==> src/hdl/crs_pkg.sv <==
// Package: shared constants and types for the Catmull-Rom spline evaluator.
`default_nettype none
package crs_pkg;
  localparam int unsigned MaxPointsDef = 64;
  localparam int unsigned CoordBitsDef = 32;
  localparam int unsigned ParamFracDef = 16;
  localparam int unsigned CntBits      = 7;

  typedef enum logic [0:0] {
    CfgPointCount = 1'b0,
    CfgLoopMode   = 1'b1
  } cfg_idx_e;

  typedef enum logic {
    ActLoad = 1'b0,
    ActEval = 1'b1
  } action_e;
endpackage
`default_nettype wire

==> src/hdl/crs_sat.sv <==
// Merge stage: shift the lane sums down and saturate to the coordinate range.
`default_nettype none
module crs_sat import crs_pkg::*; #(
  parameter int unsigned InBits    = 58,
  parameter int unsigned Shift     = 17,
  parameter int unsigned CoordBits = CoordBitsDef
) (
  input  wire signed [InBits-1:0]    v_i,
  output logic signed [CoordBits-1:0] v_o
);
  logic signed [InBits-1:0] sh;
  localparam logic signed [InBits-1:0] Hi = InBits'({1'b0, {(CoordBits-1){1'b1}}});
  localparam logic signed [InBits-1:0] Lo = -Hi - InBits'(1);
  always_comb begin
    sh = v_i >>> Shift;
    if (sh > Hi) v_o = {1'b0, {(CoordBits-1){1'b1}}};
    else if (sh < Lo) v_o = {1'b1, {(CoordBits-1){1'b0}}};
    else v_o = sh[CoordBits-1:0];
  end
endmodule
`default_nettype wire
==> config.mk <==
export PLATFORM = sky130hd
export DESIGN_NAME = crs_sat
export DESIGN_NICKNAME = d
export VERILOG_FILES = /design/src/hdl/crs_pkg.sv /design/src/hdl/crs_sat.sv
export SDC_FILE = /design/constraint.sdc
export NUM_CORES = 1
export LEC_CHECK = 0
export ABC_AREA = 1
export BUFFER_PORTS_ARGS = -buffer_cell sky130_fd_sc_hd__clkbuf_2
export CAP_MARGIN = 25
export CORE_MARGIN = 2
export CORE_UTILIZATION = 29
export DETAILED_ROUTE_END_ITERATION = 16
export PLACE_DENSITY_LB_ADDON = 0.2
export SYNTH_ARGS = -nofsm -noshare
export SYNTH_HDL_FRONTEND = slang
export SYNTH_SLANG_ARGS = --single-unit
==> constraint.sdc <==
create_clock -name vclk -period 1.65
set_input_delay 0.33 -clock vclk [all_inputs]
set_output_delay 0.33 -clock vclk [all_outputs]
set_load 0.1 [all_outputs]
==> out/metrics.cfg, run 1 <==
[placement]
hpwl_um=3060
portBuffers=73
gp_congestion=0.805

[logic_synthesis]
seq_area_frac_synth=0
synth_area_leaders=nand2_1, nor2_1, inv_1
netlist_instances=131
synth_top_cell_by_area=nand2_1
avgSynthCellArea_um2=4.08
synth.most_common_cell=nand2_1
synth_top_cells_by_count=nand2_1, nor2_1, inv_1
synth_top_area_frac=0.632
synth_area_um2=534
ys_warn_count=0
synth.distinct_cells=11
synth.net_count=189

[die]
die_height_um=46.9
ioPinCount=90
rows=15
initial_core_util=0.309
dieWidth_um=46.9

[status]
failed_stage=clock tree synthesis
status=did not finish
tool.error=[ERROR DPL-0033] detailed placement checks failed during check placement.

[cts]
ctsHoldBuffers=0
cts-resized-gates=6
cts_setup_buffers=0

stage by stage:
step / TNS (ps) / area (µm²) / setup WS, ps / utilization / std cells
3_5_place_dp: -11420 / 1680 / -407 / 0.973 / 231
3_3_place_gp: -7390 / 1680 / -263 / 0.973 / 231
2_1_floorplan: -3240 / 762 / -106 / - / 131
cell families after synthesis:
family | after synthesis | share of synthesized area
AND/OR/NAND/NOR | 112 | 0.810
buffers and inverters | 18 | 0.176
AO/OA/AOI/OAI | 1 | 0.0141
==> run 2: changes to the inputs <==
Settings changed: CORE_AREA set to 2 2 63 65, CORE_MARGIN 2 to not set, CORE_UTILIZATION 29 to not set, DIE_AREA set to 0 0 65 67, PLACE_DENSITY_LB_ADDON 0.2 to 0.15.
==> out/metrics.cfg, run 2 <==
[status]
status=complete, but fails checks
violations=setup timing

[placement]
hpwl_um=2220  ; -27%
portBuffers=73  ; unchanged
gp_congestion=0.677  ; -16%
placed_cell_area_mm2=0.00179  ; +6.3%

[logic_synthesis]
synth_top_cell_by_area=nand2_1
synth_top_area_frac=0.632  ; unchanged
synth.most_common_cell=nand2_1
synth_top_cells_by_count=nand2_1, nor2_1, inv_1
seq_area_frac_synth=0  ; unchanged
avgSynthCellArea_um2=4.08  ; unchanged
ys_warn_count=0  ; unchanged
synth.distinct_cells=11  ; unchanged
synth_area_leaders=nand2_1, nor2_1, inv_1
synth_area_um2=534  ; unchanged
netlist_instances=131  ; unchanged
synth.net_count=189  ; unchanged

[min_path]
hold_end=v_o[7]
hold_depth=4
hold_path_startpoint=v_i[24]
hold_path_class=input port to output port

[timing]
hold_violations=0
fmax_mhz=520
rsz0062_at_grt=yes
fin_crit_ps=1920
setup_viol=31
slew_viol_final=0
setup_slack_ps=-273
slew_headroom=0.816
tightest_slew_ps=278
timing.hold.ws_ps=1060
fin_crit_sh=1.17

[layout]
diodes=0
area_growth_pct=245
final_nets=274
layout_commonest_cell=nand2_1
drive_gt1_frac=0.598
fill_cells=376
final_util=0.511
fin_area_mm2=0.00184
regArea_um2=0
clkbuf_count=0
layout_common_cells=nand2_1, clkbuf_2, buf_12
seq_cell_count=0

[cts]
ctsHoldBuffers=0  ; unchanged
cts_setup_buffers=0  ; unchanged

[die]
rows=22  ; +7
die_area_mm2=0.00436
dieWidth_um=65  ; +39%
initial_core_util=0.148  ; -0.161
die_height_um=67  ; +43%
core_mm2=0.00361
ioPinCount=90  ; unchanged

[setup_path]
cp-start-kind=input port
path_class=input port to output port
cp_max_fo=9
max_stage_delay_ps=220
cp.arrival_ps=1590
critical_path.slowest_cell=or2_1
crit_buf_inv=3
crit_chain=buf_6 -> or2_1 -> nor2_2 -> nand2_1 -> nor2_1 -> nand3_1 -> nand2_2 -> nand2_4 -> buf_12 -> nand2_4 -> buf_12
crit_family=simple AND/OR/NAND/NOR gates
worst_setup_path_end_kind=output port
required_ps=1320

[grt]
grt_pass1_vias=906
grt_util_met2=0.219
overflow=0
grt_pass1_wl_um=4030
grt_max_degree=32
grt_busiest_layer=met2
use_met1=0.141
grt_usage=0.112
use_met3=0.00845
antenna_found_initial=0

[power]
power.density_mw_per_mm2=482
total_power_w=0.000889
p_leak_nw=0.979
irDropWorstVdd_mv=0.132

[detailed_routing]
remaining_drc_errors=0
vias=1019
first_pass_iters=4
post_drt_wl_per_cell_um=9.49
detail-route-antenna-nets=0
drt-total-wl_um=2490
via_per_inst=3.89
drt-initial-drc-count=31

[job]
drv_cap=0

run 2: cell counts after synthesis:
No cell type changed its count.
run 2: repair_timing:
| action | 4_1_cts | 5_1_grt |
|---|---|---|
| pin swaps | 2 | 0 |
| endpoints found under the hold margin | 0 | 0 |
| resized for setup | 4 | 5 |
| gates cloned | 1 | 0 |
| setup endpoints to repair | 31 | 31 |
run 2: logic make-up after synthesis:
family                 synth area share
AOI/OAI and AO/OA                0.0141
buffers and inverters             0.176
and+or+nand+nor                   0.810
run 2: worst max-delay path by stage:
stage | endpoint | startpoint | cells past startpoint
after floorplan | v_o[10] | v_i[50] | 9
after global placement | v_o[10] | v_i[50] | 11
after detailed placement | v_o[10] | v_i[39] | 12
after CTS | v_o[24] | v_i[50] | 11
after global routing | v_o[27] | v_i[50] | 11
final | v_o[24] | v_i[50] | 11
run 2: layout make-up:
class | instances | area [µm²] | share of cell area
timing repair buffer | 90 | 1040 | 0.563
inverter | 11 | 41.3 | 0.0224
tap | 48 | 60.1 | 0.0326
multi-input combinational | 113 | 704 | 0.382
run 2: stage by stage:
stage	TNS (ps)	setup slack, ps	std cells
6_report	-8190	-273	262
5_1_grt	-10910	-360	262
4_1_cts	-8760	-293	262
3_5_place_dp	-8820	-314	261
3_3_place_gp	-9040	-312	261
2_1_floorplan	-3240	-106	131
run 2: power breakdown:
part | switching, W | internal, W
clock network | 0 | 0
registers | 0 | 0
logic | 0.000564 | 0.000325
run 2: routing by layer:
metal | vias up | routed length [µm]
met3 | 0 | 161
met1 | 433 | 976
met4 | 0 | 0
met2 | 34 | 1350
li1 | 552 | -
met5 | - | 0
(Power assumes the default switching activity.)
